`config.mk`:
```
export PLATFORM = sky130hd
export DESIGN_NAME = random_work_stealing_dispatch_unit
export DESIGN_NICKNAME = d
export VERILOG_FILES = /design/src/rwsd_pkg.sv /design/src/rwsd_rng.sv /design/src/rwsd_mod.sv /design/src/random_work_stealing_dispatch_unit.sv
export SDC_FILE = /design/constraint.sdc
export NUM_CORES = 1
export LEC_CHECK = 0
export BUFFER_PORTS_ARGS = -buffer_cell sky130_fd_sc_hd__buf_2
export CORE_AREA = 4 4 124 156
export DETAILED_ROUTE_END_ITERATION = 6
export DIE_AREA = 0 0 128 160
export PLACE_DENSITY_LB_ADDON = 0.1
export SLEW_MARGIN = 10
export SYNTH_ARGS = -nofsm -noshare
export SYNTH_HDL_FRONTEND = slang
export SYNTH_SLANG_ARGS = --single-unit
```
`constraint.sdc`:
```
create_clock -name aclk -period 12.5 [get_ports aclk]
set_input_delay 1.25 -clock aclk [delete_from_list [all_inputs] [get_ports aclk]]
set_output_delay 1.25 -clock aclk [all_outputs]
set_load 0.03 [all_outputs]
```
`src/rwsd_pkg.sv`:
```
// Shared types and constants of the random work-stealing dispatch unit.
`timescale 1ns / 1ps

package rwsd_pkg;

    // Field and state widths
    localparam int REMOTE_W   = 15;
    localparam int VICTIM_W   = 4;
    localparam int COUNT_W    = 4;
    localparam int RND_W      = 32;
    localparam int WC_W       = 13;
    localparam int CFG_IDX_W  = 2;
    localparam int CFG_DATA_W = 32;

    // Default for the top-level pool limit
    localparam int MAX_REMOTE_POOLS_DEF = 15;

    // Work counter masks
    localparam logic [WC_W-1:0] MASK_LOCAL  = WC_W'(16 - 1);
    localparam logic [WC_W-1:0] MASK_REMOTE = WC_W'(256 - 1);
    localparam logic [WC_W-1:0] MASK_EVENT  = WC_W'(8192 - 1);

    // xorshift32 shift amounts and reset seed
    localparam int SHIFT_A = 13;
    localparam int SHIFT_B = 17;
    localparam int SHIFT_C = 5;
    localparam logic [RND_W-1:0] SEED_RESET = 32'd2463534242;

    // Register indexes
    localparam logic [CFG_IDX_W-1:0] CFG_REMOTE_POOL_COUNT = 2'd0;
    localparam logic [CFG_IDX_W-1:0] CFG_SEED_START        = 2'd1;

    // Control into the serial remainder unit
    typedef struct packed {
        logic             start;
        logic [RND_W-1:0] dividend;
        logic [COUNT_W-1:0] divisor;
    } mod_ctrl_t;

    // Status out of the serial remainder unit
    typedef struct packed {
        logic               busy;
        logic               done;
        logic [COUNT_W-1:0] rem;
    } mod_stat_t;

endpackage

```
`src/rwsd_rng.sv`:
```
// xorshift32 random state register with seed load and single-step advance.
`timescale 1ns / 1ps

module rwsd_rng (
    input  logic                       aclk,
    input  logic                       aresetn,
    input  logic                       load_en,
    input  logic [rwsd_pkg::RND_W-1:0] load_val,
    input  logic                       step,
    output logic [rwsd_pkg::RND_W-1:0] rnd_next
);

    logic [rwsd_pkg::RND_W-1:0] state_reg;
    logic [rwsd_pkg::RND_W-1:0] state_next;
    logic [rwsd_pkg::RND_W-1:0] s1;
    logic [rwsd_pkg::RND_W-1:0] s2;

    // Form the next xorshift value
    always_comb begin
        s1       = state_reg ^ (state_reg << rwsd_pkg::SHIFT_A);
        s2       = s1 ^ (s1 >> rwsd_pkg::SHIFT_B);
        rnd_next = s2 ^ (s2 << rwsd_pkg::SHIFT_C);
    end

    // Load the seed or advance on request
    always_comb begin
        state_next = state_reg;
        priority if (load_en) begin
            state_next = load_val;
        end else if (step) begin
            state_next = rnd_next;
        end
    end

    always_ff @(posedge aclk) begin
        if (!aresetn) begin
            state_reg <= rwsd_pkg::SEED_RESET;
        end else begin
            state_reg <= state_next;
        end
    end

endmodule

```
`src/rwsd_mod.sv`:
```
// Bit-serial remainder of a 32-bit value by a small nonzero pool count.
`timescale 1ns / 1ps

module rwsd_mod (
    input  logic                aclk,
    input  logic                aresetn,
    input  rwsd_pkg::mod_ctrl_t ctrl,
    output rwsd_pkg::mod_stat_t stat
);

    localparam int CNT_W = $clog2(rwsd_pkg::RND_W);
    localparam logic [CNT_W-1:0] LAST_BIT = CNT_W'(rwsd_pkg::RND_W - 1);

    logic [rwsd_pkg::RND_W-1:0]   shift_reg;
    logic [rwsd_pkg::COUNT_W-1:0] rem_reg;
    logic [rwsd_pkg::COUNT_W-1:0] div_reg;
    logic [CNT_W-1:0]             cnt_reg;
    logic                         busy_reg;
    logic                         done_reg;
    logic [rwsd_pkg::COUNT_W:0]   trial;
    logic [rwsd_pkg::COUNT_W:0]   diff;
    logic [rwsd_pkg::COUNT_W-1:0] rem_next;

    // Bring in one dividend bit and subtract the divisor when it fits
    always_comb begin
        trial = {rem_reg, shift_reg[rwsd_pkg::RND_W-1]};
        diff  = trial - {1'b0, div_reg};
        if (trial >= {1'b0, div_reg}) begin
            rem_next = diff[rwsd_pkg::COUNT_W-1:0];
        end else begin
            rem_next = trial[rwsd_pkg::COUNT_W-1:0];
        end
    end

    // Control: run one bit per cycle from start to the last bit
    always_ff @(posedge aclk) begin
        if (!aresetn) begin
            busy_reg <= 1'b0;
            done_reg <= 1'b0;
            cnt_reg  <= '0;
        end else begin
            done_reg <= 1'b0;
            if (ctrl.start) begin
                busy_reg <= 1'b1;
                cnt_reg  <= '0;
            end else if (busy_reg) begin
                cnt_reg <= cnt_reg + 1'b1;
                if (cnt_reg == LAST_BIT) begin
                    busy_reg <= 1'b0;
                    done_reg <= 1'b1;
                end
            end
        end
    end

    // Datapath: shift the dividend out and the remainder along
    always_ff @(posedge aclk) begin
        if (ctrl.start) begin
            shift_reg <= ctrl.dividend;
            div_reg   <= ctrl.divisor;
            rem_reg   <= '0;
        end else if (busy_reg) begin
            shift_reg <= shift_reg << 1;
            rem_reg   <= rem_next;
        end
    end

    assign stat.busy = busy_reg;
    assign stat.done = done_reg;
    assign stat.rem  = rem_reg;

endmodule

```
`src/random_work_stealing_dispatch_unit.sv`:
```
// Top level of the random work-stealing dispatch unit: round control and result register.
// Each accepted item is one scheduler round and yields one result item. A round
// with no steal attempt, or a round after the block has halted, passes from the
// idle state to the finish state, which loads the result register; the next item
// is accepted once the block is back in the idle state. A round that tries a steal
// waits in the remainder state in between: the victim is the next xorshift32 value
// modulo the pool count, worked out one dividend bit per cycle in the serial
// remainder unit, then collected as the round moves on to the finish state, which
// loads the result register. The input is taken again once the round has been
// written to the result register, which can hold a finished result while the next
// round is accepted; a result stalled at the output keeps the round waiting and the
// input closed. Writing seed_start also reloads the random state.
`timescale 1ns / 1ps

module random_work_stealing_dispatch_unit #(
    parameter int MAX_REMOTE_POOLS = rwsd_pkg::MAX_REMOTE_POOLS_DEF
) (
    input  logic                            aclk,
    input  logic                            aresetn,
    // configuration write port
    input  logic                            cfg_wr_en,
    input  logic [rwsd_pkg::CFG_IDX_W-1:0]  cfg_index,
    input  logic [rwsd_pkg::CFG_DATA_W-1:0] cfg_wdata,
    // round input
    input  logic                            s_valid,
    output logic                            s_ready,
    input  logic                            s_private_ready,
    input  logic                            s_shared_ready,
    input  logic [rwsd_pkg::REMOTE_W-1:0]   s_remote_ready,
    input  logic                            s_stop_request,
    // round result
    output logic                            m_valid,
    input  logic                            m_ready,
    output logic                            m_served_private,
    output logic                            m_polled_shared,
    output logic                            m_served_shared,
    output logic                            m_steal_tried,
    output logic [rwsd_pkg::VICTIM_W-1:0]   m_victim,
    output logic                            m_stole,
    output logic                            m_events_checked,
    output logic                            m_halted
);

    localparam logic [rwsd_pkg::COUNT_W-1:0] COUNT_CAP =
        (MAX_REMOTE_POOLS >= 15) ? 4'd15 : rwsd_pkg::COUNT_W'(MAX_REMOTE_POOLS);
    localparam logic [rwsd_pkg::VICTIM_W-1:0] VICTIM_LIMIT =
        rwsd_pkg::VICTIM_W'(rwsd_pkg::REMOTE_W);

    typedef enum logic [1:0] {
        ST_IDLE,
        ST_MOD,
        ST_FINISH
    } state_t;

    state_t                        state_reg;
    logic [rwsd_pkg::COUNT_W-1:0]  pool_count_reg;
    logic [rwsd_pkg::WC_W-1:0]     wc_reg;
    logic                          stopped_reg;

    // round working registers
    logic                          halt_rnd_reg;
    logic                          sp_reg;
    logic                          ps_reg;
    logic                          ss_reg;
    logic                          st_reg;
    logic                          stop_req_reg;
    logic [rwsd_pkg::REMOTE_W-1:0] remote_reg;
    logic [rwsd_pkg::WC_W-1:0]     wc_mid_reg;
    logic [rwsd_pkg::VICTIM_W-1:0] victim_reg;

    // result register
    logic                          m_valid_reg;
    logic                          o_sp_reg;
    logic                          o_ps_reg;
    logic                          o_ss_reg;
    logic                          o_st_reg;
    logic [rwsd_pkg::VICTIM_W-1:0] o_victim_reg;
    logic                          o_stole_reg;
    logic                          o_ev_reg;
    logic                          o_halt_reg;

    logic                          accept;
    logic                          out_free;
    logic [rwsd_pkg::COUNT_W-1:0]  count_sat;
    logic [rwsd_pkg::WC_W-1:0]     wc_a;
    logic [rwsd_pkg::WC_W-1:0]     wc_b;
    logic                          polled;
    logic                          served_sh;
    logic                          steal_go;
    logic                          stole_now;
    logic [rwsd_pkg::WC_W-1:0]     wc_end;
    logic                          events_now;
    logic                          rng_load;
    logic [rwsd_pkg::RND_W-1:0]    rnd_next;
    rwsd_pkg::mod_ctrl_t           mod_ctrl;
    rwsd_pkg::mod_stat_t           mod_stat;

    assign s_ready  = (state_reg == ST_IDLE);
    assign accept   = s_valid && s_ready;
    assign out_free = !m_valid_reg || m_ready;

    // Saturate the pool count at the configured limit
    assign count_sat = (pool_count_reg > COUNT_CAP) ? COUNT_CAP : pool_count_reg;

    // Serve the private pool, then decide on the shared poll and the steal
    always_comb begin
        wc_a      = wc_reg + rwsd_pkg::WC_W'(s_private_ready);
        polled    = !s_private_ready || ((wc_a & rwsd_pkg::MASK_LOCAL) == '0);
        served_sh = polled && s_shared_ready;
        wc_b      = wc_a + rwsd_pkg::WC_W'(served_sh);
        steal_go  = (!(s_private_ready || served_sh) ||
                     ((wc_b & rwsd_pkg::MASK_REMOTE) == '0)) && (count_sat != '0);
    end

    // Close the round: steal hit, final count step and event check
    always_comb begin
        stole_now  = st_reg && (victim_reg < VICTIM_LIMIT) && remote_reg[victim_reg];
        wc_end     = (wc_mid_reg + rwsd_pkg::WC_W'(stole_now) + 1'b1) & rwsd_pkg::MASK_EVENT;
        events_now = (wc_end == '0);
    end

    assign rng_load          = cfg_wr_en && (cfg_index == rwsd_pkg::CFG_SEED_START);
    assign mod_ctrl.start    = accept && !stopped_reg && steal_go;
    assign mod_ctrl.dividend = rnd_next;
    assign mod_ctrl.divisor  = count_sat;

    rwsd_rng u_rng (
        .aclk     (aclk),
        .aresetn  (aresetn),
        .load_en  (rng_load),
        .load_val (cfg_wdata[rwsd_pkg::RND_W-1:0]),
        .step     (mod_ctrl.start),
        .rnd_next (rnd_next)
    );

    rwsd_mod u_mod (
        .aclk    (aclk),
        .aresetn (aresetn),
        .ctrl    (mod_ctrl),
        .stat    (mod_stat)
    );

    // Hold the pool count register
    always_ff @(posedge aclk) begin
        if (!aresetn) begin
            pool_count_reg <= '0;
        end else if (cfg_wr_en && (cfg_index == rwsd_pkg::CFG_REMOTE_POOL_COUNT)) begin
            pool_count_reg <= cfg_wdata[rwsd_pkg::COUNT_W-1:0];
        end
    end

    // Sequence the round and drive the result register
    always_ff @(posedge aclk) begin
        if (!aresetn) begin
            state_reg   <= ST_IDLE;
            wc_reg      <= '0;
            stopped_reg <= 1'b0;
            m_valid_reg <= 1'b0;
        end else begin
            // drop the result once taken, unless a new one replaces it
            if (m_valid_reg && m_ready && (state_reg != ST_FINISH)) begin
                m_valid_reg <= 1'b0;
            end
            unique case (state_reg)
                ST_IDLE: begin
                    if (accept) begin
                        if (mod_ctrl.start) begin
                            state_reg <= ST_MOD;
                        end else begin
                            state_reg <= ST_FINISH;
                        end
                    end
                end
                ST_MOD: begin
                    if (mod_stat.done) begin
                        state_reg <= ST_FINISH;
                    end
                end
                ST_FINISH: begin
                    if (out_free) begin
                        m_valid_reg <= 1'b1;
                        state_reg   <= ST_IDLE;
                        if (!halt_rnd_reg) begin
                            wc_reg <= wc_end;
                            if (events_now && stop_req_reg) begin
                                stopped_reg <= 1'b1;
                            end
                        end
                    end
                end
                default: begin
                    state_reg <= ST_IDLE;
                end
            endcase
        end
    end

    // Capture the round's inputs and first decisions
    always_ff @(posedge aclk) begin
        if (accept) begin
            halt_rnd_reg <= stopped_reg;
            sp_reg       <= s_private_ready;
            ps_reg       <= polled;
            ss_reg       <= served_sh;
            st_reg       <= steal_go;
            stop_req_reg <= s_stop_request;
            remote_reg   <= s_remote_ready;
            wc_mid_reg   <= wc_b;
            victim_reg   <= '0;
        end else if (mod_stat.done) begin
            victim_reg <= mod_stat.rem;
        end
    end

    // Load the result fields; a halted round reports only halted
    always_ff @(posedge aclk) begin
        if ((state_reg == ST_FINISH) && out_free) begin
            o_sp_reg     <= !halt_rnd_reg && sp_reg;
            o_ps_reg     <= !halt_rnd_reg && ps_reg;
            o_ss_reg     <= !halt_rnd_reg && ss_reg;
            o_st_reg     <= !halt_rnd_reg && st_reg;
            o_victim_reg <= (!halt_rnd_reg && st_reg) ? victim_reg : '0;
            o_stole_reg  <= !halt_rnd_reg && stole_now;
            o_ev_reg     <= !halt_rnd_reg && events_now;
            o_halt_reg   <= halt_rnd_reg || (events_now && stop_req_reg);
        end
    end

    assign m_valid          = m_valid_reg;
    assign m_served_private = o_sp_reg;
    assign m_polled_shared  = o_ps_reg;
    assign m_served_shared  = o_ss_reg;
    assign m_steal_tried    = o_st_reg;
    assign m_victim         = o_victim_reg;
    assign m_stole          = o_stole_reg;
    assign m_events_checked = o_ev_reg;
    assign m_halted         = o_halt_reg;

    // Once halted, the block stays halted until reset
    a_stop_sticky: assert property (@(posedge aclk) disable iff (!aresetn)
        stopped_reg |=> stopped_reg)
        else $error("stopped flag cleared without reset");

    // The remainder unit runs only while the round waits for it
    a_mod_owned: assert property (@(posedge aclk) disable iff (!aresetn)
        mod_stat.busy |-> (state_reg == ST_MOD))
        else $error("remainder unit busy outside its wait state");

    // Without a steal attempt there is no victim and no theft
    a_no_steal: assert property (@(posedge aclk) disable iff (!aresetn)
        (m_valid && !m_steal_tried) |-> ((m_victim == '0) && !m_stole))
        else $error("victim or stole reported without a steal attempt");

    // A steal attempt reports a victim below the pool count
    a_victim_range: assert property (@(posedge aclk) disable iff (!aresetn)
        (m_valid && m_steal_tried) |-> (m_victim < count_sat))
        else $error("victim index not below the pool count");

endmodule

```
Word-level counts from Yosys, hierarchy flattened. Index checks and enable logic that the tools add are counted. Widths: inputs -> output; s select.

Muxes and demuxes: 20. Equality and inequality tests: 8. $add $sub $neg: 6. Bitwise gates (word level): 6. Reduce and logical (&&, ||, !) cells: 42. Magnitude comparators: 4.

Operators by type and width (number): $mux 32 (4); $xor 32x32->32 (2); $add 13x1->13 (3); $logic_not 13->1 (3); $xor 32x15->32 (1); $logic_and 1x1->1 (19); $add 13x1->13 const B (1); $mux 1 (8); $mux 2 (4); $mux 4 (2); $pmux 2 s3 (1); $reduce_and 3->1 (2); $add 5x1->5 const B (1); $eq 5x5->1 const B (1); $ge 5x4->1 (1); $logic_not 1->1 (5); $logic_or 1x1->1 (5); $lt 4x5->1 const B (1); $bmux 1 s4 (1); $eq 2x1->1 const B (2); $gt 4x4->1 const B (1); $logic_not 2->1 (2); $lt 4x4->1 const B (1); $ne 2x1->1 const B (2); other kinds (9) (13).

Word-level logic and storage cells: 115. Register bits: 149. Output and inout port bits: 13.

Logic depth before layout (Yosys ltp). Gate-level depths: netlist (run 1).

Word-level depth: 12. Depth in mapped cells: 19. Depth with buffers taken out: 15.

Modules after synthesis. A second synthesis (run 1) with hierarchy kept.

Cells, all modules: 709. Area, all modules: 7976.4 sq um.

Modules (own cells, without submodules): random_work_stealing_dispatch_unit (times used 1, sequential area each 1851.8 sq um, area an instance 3739.8 sq um, cells an instance 329); rwsd_mod (times used 1, sequential area each 1301.2 sq um, area an instance 2125.8 sq um, cells an instance 146); rwsd_rng (times used 1, sequential area each 640.6 sq um, area an instance 2110.8 sq um, cells an instance 234).

Least setup slack after synthesis (run 1). No wires, ideal clock.

Path kind: input-to-reg. From: input s_private_ready. To: register u_mod.shift_reg[0] (netlist bit) (enable). Buffers on the path: 3. Required time: 12.106 ns. Library setup time: 0.394 ns. Path slack: 7.244 ns. Stages: 15. Data arrival time: 4.862 ns. Cells stage by stage: ha_1 > ha_1 > xnor2_2 > a31o_2 > and2_1 > ha_1 > ha_1 > xnor2_1 > or4_4 > nor4b_4 > a21oi_2 > buf_6 > buf_6 > buf_2 > nand2b_1.

Cells in the longest elaborated chain, start to end: 10. Elaborated cells on any way between the ends: 13. Classes of those cells: 2 x add/sub; 11 x reduce/logical.

RTL lines: start: declaration (RTL line random_work_stealing_dispatch_unit.sv:27) `input logic s_private_ready,`; $add 13x1->13 (RTL line random_work_stealing_dispatch_unit.sv:107) `wc_a = wc_reg + rwsd_pkg::WC_W'(s_private_ready);`; $logic_not 13->1 (RTL line random_work_stealing_dispatch_unit.sv:108) `polled = !s_private_ready || ((wc_a & rwsd_pkg::MASK_LOCAL) == '0);`; $logic_or 1x1->1 (*) (RTL line random_work_stealing_dispatch_unit.sv:108); via polled (RTL line random_work_stealing_dispatch_unit.sv:87) `logic polled;`; $logic_and 1x1->1 (*) (RTL line random_work_stealing_dispatch_unit.sv:109) `served_sh = polled && s_shared_ready;`; via served_sh (RTL line random_work_stealing_dispatch_unit.sv:88) `logic served_sh;`; $add 13x1->13 (*) (RTL line random_work_stealing_dispatch_unit.sv:110) `wc_b = wc_a + rwsd_pkg::WC_W'(served_sh);`; via wc_b (one bit) (RTL line random_work_stealing_dispatch_unit.sv:86) `logic [rwsd_pkg::WC_W-1:0] wc_b;`; $logic_not 13->1 (*) (RTL line random_work_stealing_dispatch_unit.sv:112) `((wc_b & rwsd_pkg::MASK_REMOTE) == '0)) && (count_sat != '0);`; $logic_or 1x1->1 (*) (RTL line random_work_stealing_dispatch_unit.sv:111) `steal_go = (!(s_private_ready || served_sh) ||`; $logic_and 1x1->1 (*) (RTL line random_work_stealing_dispatch_unit.sv:112); $logic_and 1x1->1 (*) (RTL line random_work_stealing_dispatch_unit.sv:123) `assign mod_ctrl.start = accept && !stopped_reg && steal_go;`; $reduce_bool 2->1 (no source line) (*); end signal: assignment (RTL line rwsd_mod.sv:59) `shift_reg <= ctrl.dividend;`; end signal: assignment (RTL line rwsd_mod.sv:63) `shift_reg <= shift_reg << 1;`; end: declaration (RTL line rwsd_mod.sv:14) `logic [rwsd_pkg::RND_W-1:0] shift_reg;`.

The timed path passes the listed nets; every way through them passes the cells marked *. A chain may end at the register's enable or synchronous reset.

Worst setup path in the final report (run 1).
From: input s_private_ready. To: register u_mod.shift_reg[18] (netlist bit) (enable).

The elaborated chain is that of the path after synthesis.

==> summary.txt, run 1 <==
Critical path
  – Cell mode on critical path: ha_1
  – Critical path type: in2reg
  – CP required: around 13 ns
  – CP endpoint kind: register
  – RR Endpoint: u_mod.shift_reg[18]
  – CP Launch Type: primary input
  – CP peak stage delay: roughly 0.50 ns
  – Worst Path Arrival: 5.25 ns
  – Slowest-stage cell, CP: or4_4
  – Worst R2R Path Depth: 14
  – End point of the critical path: u_mod.shift_reg[18]
  – Crit. Startpoint: s_private_ready
  – R2R Path Start: wc_reg[0]
  – Crit path cell chain: buf_2 -> ha_1 -> ha_1 -> xnor2_2 -> a31o_2 -> and2_1 -> ha_1 -> ha_1 -> xnor2_1 -> or4_4 -> nor4b_4 -> a21oi_4 -> buf_4 -> nand2b_1 -> buf_4
  – FF-to-FF setup slack: ~7.9 ns
  – Worst-path fanout max: 110

Power and ir drop
  – Pwr dens: 147.6 nW/um^2
  – Pleak: between 3 and 4 nW
  – Total Power: ~1.3 mW
  – Worst VDD drop: 0.00008266 V

Layout
  – Layout Nets: approximately 910
  – Final instance area: about 9000 um^2
  – Ant. Diodes: 0
  – Fill count: 1696
  – Area grow syn2layout: 13.17%
  – Fraction of layout cells with a size suffix above 1: between 10% and 20%

Global routing
  – Total track usage: 18.53%
  – Number of global-route vias before repair: about 5700
  – Met1 Resource Use GR: between 20% and 30%
  – Pin count of the biggest net entering global routing: 111
  – GRT Residual Overflow: 0
  – GR peak layer: met2
  – First-pass GRT wire length: about 30 mm
  – Antenna violations before repair: 0
  – M2 GR Usage: a little under a third
  – Met3 GRT Util: ~3.3%

Clocking
  – Root buf cell: clkbuf_16
  – Post-CTS resize count: 0
  – Clock Latency Late Sink: ~0.43 ns
  – # hold bufs at CTS: 0
  – H-tree Lvls: 4
  – Clock buffer depth: 2
  – CTS tree: done
  – Clock Sinks: ~150
  – TritonCTS Buffers: 17
  – Total setup buffers inserted after CTS: 0
  – CTS clk-pin slew, worst paths: ~0.06 ns

Synthesis
  – Largest family of logic cells by synthesized area: simple AND/OR/NAND/NOR gates
  – Flops & latches, synth: 149
  – Mapped Avg Cell Area: 10.01 um^2
  – Post-synthesis compound-gate area fraction: between 10% and 20%
  – XOR/XNOR share of the synthesized area: between 10% and 20%
  – Warnings, synthesis: 0
  – Adder-cell area share of the yosys netlist: 2.311%
  – Top cells by count, synth: edfxtp_1, nand2_1, dfxtp_1, xnor2_1, o21ai_0
  – Post-synthesis mux area share: ~3.7%
  – Ys flop type: edfxtp_1
  – Post-synthesis cell type count: around 60
  – Area contributors post-synth: edfxtp_1, dfxtp_1, xnor2_1
  – Netlist Area Pre-Place: ~7900 um^2
  – Post-synth EDFFs: just over 80
  – Syn_nets: around 860
  – Register area share after synthesis: between 40% and 50%
  – Post-synth top area share: approximately 30%
  – Synth area leader: edfxtp_1
  – Synth async-reset ratio: 0%
  – Synth Area in Simple Gates: between 10% and 20%
  – Synth Instances: 790

Min path
  – Hold wc startpoint: pool_count_reg[2]
  – HP Class: reg2reg

Place
  – Post-detail-place hpwl: about 13 mm
  – GP Congestion: between 0.8 and 0.9
  – Placed Area: around 8400 um^2
  – Pre-CTS WS: a little under 7 ns
  – IO Port Bufs: ~70

Routing
  – Via density: about 5.4
  – Via Count: approximately 5800
  – WL final: ~19 mm
  – DRT Pass-1 Iters: 5
  – Wire per inst: around 17 um
  – Drc violations: 0
  – Antenna Violating Nets Remaining: 0
  – DR iter-0 viols: about 360

Flow run
  – MaxCap Viol Count: 0

Run status
  – Outcome: complete, no violations

Timing
  – RSZ-0062 raised after global routing: false
  – Slew Limit Headroom: a little under two fifths
  – Slew @ Worst Pin: slightly above 0.9 ns
  – Hold Fails Final Rpt: 0
  – Setup ws final: 7.328 ns
  – Worst Clk Skew: between 0.01 and 0.015 ns
  – Setup TNS: 0 ns
  – Tcrit/Tclk final: 41.38%
  – Fmax: 193.3 MHz
  – # setup viols final: 0
  – Min Tclk post-route: between 5 and 6 ns
  – Fin. max-slew vios: 0

Die
  – Die Wd: 128 um
  – Total core area: 17890 um^2
  – Initial Utilization: between 40 and 50%
  – I/O pin cnt: 70
  – Site Rows: 55
  – Die area: 20480 um^2
  – Die height: between 150 and 200 um
-- critical path: cells and delay by family --
family / cells / cell delay, ns
AND/OR/NAND/NOR: 4 / 1.20
buffers and inverters: 3 / 0.94
XOR/XNOR: 2 / 0.33
AO/OA/AOI/OAI: 2 / 0.35
adder cells (fa/ha/maj): 4 / 1.11
-- layout make-up --
cell class	count	area, um^2	share of cell area, %
Multi-Input combinational cell	574	3827	42.78
Sequential cell	149	3794	42.41
Clock buffer	17	425.4	4.755
Timing Repair Buffer	77	405.4	4.531
Tap cell	228	285.3	3.189
Inverter	17	63.81	0.7133
Clock inverter	15	145.1	1.622
-- report_power, final --
part           internal (mW)  total [mW]  leakage, nW  switching, mW
clock                  0.279       0.499        0.276          0.221
sequential             0.560       0.594         1.32         0.0349
combinational         0.0932       0.226         1.78          0.133
-- cells by family after synthesis --
logic type                 count (synthesis)
muxes                                     24
buffers and inverters                     67
DFF                                      149
and+or+nand+nor                          266
adders and majority gates                 14
xor gates and xnor gates                 111
AOI/OAI and AO/OA                        159
-- cell usage in the layout (no fill, tap or decap), types with 3 or more instances in the layout --
master	Yosys	routed
nand2_1	81	81
edfxtp_1	81	81
buf_2	6	69
dfxtp_1	68	68
xnor2_1	66	66
o21ai_0	61	61
nor2_1	54	54
xor2_1	44	44
a21oi_1	24	24
nor2b_1	24	24
nand3_1	22	22
a31oi_1	22	22
inv_1	17	17
or3_1	17	17
clkbuf_16	0	17
mux2i_1	16	16
nand2b_1	13	13
ha_1	13	13
o211a_1	11	11
and2_1	10	10
nor3_1	11	10
buf_4	0	8
and3_1	6	6
nand4_1	6	6
o211ai_1	6	6
o31ai_1	5	5
a311oi_1	5	5
a21boi_0	4	4
mux2_2	4	4
mux4_2	4	4
o221a_2	4	4
o22ai_1	3	3
and4b_1	3	3
nor4_1	3	3
inv_6	0	3
clkinvlp_4	0	3
clkinv_2	0	3
inv_8	0	3
-- worst min-delay path by stage --
stage          depth (start not counted)               end
3_3_place_gp                           0  u_mod.div_reg[0]
4_1_cts                                0  u_mod.div_reg[0]
2_1_floorplan                          0  u_mod.div_reg[2]
3_5_place_dp                           0  u_mod.div_reg[0]
6_report                               0  u_mod.div_reg[2]
5_1_grt                                0  u_mod.div_reg[0]
-- layer usage --
metal / vias to the layer above / wire (um)
met1: 2775 / 8137
met2: 140 / 9460
met4: 0 / 519
met5: - / 0
met3: 32 / 642
li1: 2901 / -
-- stage by stage --
stage | instances | utilization, % | hold slack [ns]
2_1_floorplan | 790 | - | 0.4298
3_3_place_gp | 1045 | 46.81 | 0.4475
3_5_place_dp | 1045 | 46.81 | 0.4480
4_1_cts | 1077 | 50.00 | 0.4633
5_1_grt | 1077 | 50.00 | 0.4765
6_report | 1077 | 50.00 | 0.4624
No activity file was read; power rests on OpenSTA's default activity.
==> run 2, diff against run 1 <==
==> constraint.sdc (replaced) <==
create_clock -name aclk -period 4.6 [get_ports aclk]
set_input_delay 0.46 -clock aclk [delete_from_list [all_inputs] [get_ports aclk]]
set_output_delay 0.46 -clock aclk [all_outputs]
set_load 0.03 [all_outputs]
==> summary.txt, run 2 (same netlist as run 1, synthesis figures left out) <==
Critical path
  – Worst Path Arrival: between 4 and 5 ns
  – CP Launch Type: register
  – Worst R2R Path Depth: 15
  – CP endpoint kind: register
  – CP required: roughly 4.8 ns
  – Slowest-stage cell, CP: a21oi_4
  – Crit path buf inv count: 1
  – Cell family with most CP delay: compound AO/OA/AOI/OAI gates
  – Worst-path fanout max: 22
  – CP peak stage delay: a little over 0.5 ns
  – Crit path cell chain: ha_1 -> and3_1 -> xnor2_1 -> a31o_2 -> and2_1 -> ha_1 -> nand2_1 -> o21ai_0 -> a21oi_1 -> o21ai_0 -> and4b_1 -> a21oi_4 -> buf_4 -> nand2b_1 -> nand2_1
  – Critical path type: reg2reg
  – FF-to-FF setup slack: 0.61 ns
  – Crit path depth: 15

Timing
  – Min Tclk post-route: approximately 4 ns
  – RSZ-0062 raised after global routing: false
  – Hold Fails Final Rpt: 0
  – Worst Clk Skew: between 0.01 and 0.015 ns
  – Fmax: 250.4 MHz
  – Hold slack: approximately 0.21 ns
  – Slew Limit Headroom: a little under two fifths
  – Tcrit/Tclk final: between 80% and 90%
  – Setup TNS: 0 ns
  – # setup viols final: 0
  – Slew @ Worst Pin: about 0.94 ns
  – Fin. max-slew vios: 0

Clocking
  – Post-CTS resize count: 0
  – H-tree Lvls: 4
  – Clock Latency Late Sink: between 0.4 and 0.5 ns
  – TritonCTS Buffers: 17
  – Clock buffer depth: 2
  – Clock Sinks: 149
  – # hold bufs at CTS: 0
  – Root buf cell: clkbuf_16
  – Total setup buffers inserted after CTS: 0
  – CTS clk-pin slew, worst paths: about 0.07 ns
  – CTS tree: done

Die
  – Site Rows: 55
  – Die Wd: 128 um
  – Total core area: around 18000 um^2
  – Die height: roughly 160 um
  – Die area: just over 20000 um^2
  – I/O pin cnt: 70
  – Initial Utilization: 44.18%

Layout
  – Layout Nets: 913
  – Final instance area: roughly 9000 um^2
  – Ant. Diodes: 0
  – Fraction of layout cells with a size suffix above 1: approximately 16%
  – Most frequent cells in the layout: nand2_1, edfxtp_1, buf_2
  – Area grow syn2layout: 14.31%
  – Fill count: about 1600

Power and ir drop
  – Total Power: about 3.7 mW
  – Worst VDD drop: 0.0002768 V
  – Pleak: 3.421 nW
  – Pwr dens: roughly 400 nW/um^2

Global routing
  – First-pass GRT wire length: between 30 and 40 mm
  – Antenna violations before repair: 0
  – Total track usage: between 10% and 20%
  – Pin count of the biggest net entering global routing: ~50
  – GRT Residual Overflow: 0
  – Number of global-route vias before repair: around 5900

Place
  – Post-detail-place hpwl: about 14 mm
  – Placed Area: roughly 8400 um^2
  – IO Port Bufs: just under 70
  – GP Congestion: between 0.8 and 0.9

Routing
  – DR iter-0 viols: 370
  – Drc violations: 0
  – WL final: 19.25 mm
  – Wire per inst: 17.78 um
  – DRT Pass-1 Iters: 5
  – Via Count: ~5900
  – Antenna Violating Nets Remaining: 0
  – Via density: between 5 and 6

Min path
  – HP Class: in2reg
  – Hold depth: 1

Flow run
  – MaxCap Viol Count: 0

Run status
  – Outcome: complete, no violations
[run 2: cell types whose count changed in the layout (fill, tap and decap cells not counted), sizes merged]
cell,change
inv,-2
clkinvlp,+1
clkinv,-1
buf,+6
bufinv,+2
[run 2: routing by layer]
metal	up-vias	GRT usage (%)	share of wire [%]
li1	2904	-	-
met1	2802	22.61	42
met2	130	32.75	51
met3	36	3.379	3.7
met4	0	7.915	2.8
met5	-	0	0
[run 2: layout make-up]
class                      instances  area [um^2]  area share, %
timing repair buffer              83        462.9          5.123
tap                              228        285.3          3.157
clock inverter                    15        177.7          1.966
inverter                          17        63.81         0.7062
multi-input combinational        574         3827          42.36
clock buffer                      17        425.4          4.708
sequential                       149         3794          41.98
[run 2: power by group]
group | leakage [nW] | internal [mW] | switching (mW) | total (mW)
logic | 1.82 | 0.259 | 0.376 | 0.635
clock network | 0.281 | 0.856 | 0.589 | 1.45
registers | 1.32 | 1.52 | 0.0907 | 1.61
total | 3.42 | 2.64 | 1.06 | 3.69
[run 2: per-stage QoR]
step                utilization, %  worst slack [ns]  cells
detailed placement           47.13            0.3136   1051
global placement             47.13            0.3900   1051
CTS                          50.50            0.5839   1083
finish                       50.50            0.6067   1083
global route                 50.50            0.2542   1083
floorplan                        -            0.1340    790
[run 2: worst register-to-register path, cell delays in order, from the launching register on]
cell	delay, ns
dfxtp_1	0.34
ha_1	0.24
and3_1	0.24
xnor2_1	0.18
a31o_2	0.23
and2_1	0.17
ha_1	0.22
nand2_1	0.10
o21ai_0	0.14
a21oi_1	0.34
o21ai_0	0.21
and4b_1	0.29
a21oi_4	0.51
buf_4	0.34
nand2b_1	0.17
nand2_1	0.06
[run 2: path summary, 6_finish.rpt]
path / endpoint / from
setup / recovery: u_mod.shift_reg[13] / wc_reg[0]
hold / removal: remote_reg[0] / s_remote_ready[0]
setup reg to reg: u_mod.shift_reg[13] / wc_reg[0]
hold reg to reg: u_mod.div_reg[1] / pool_count_reg[1]
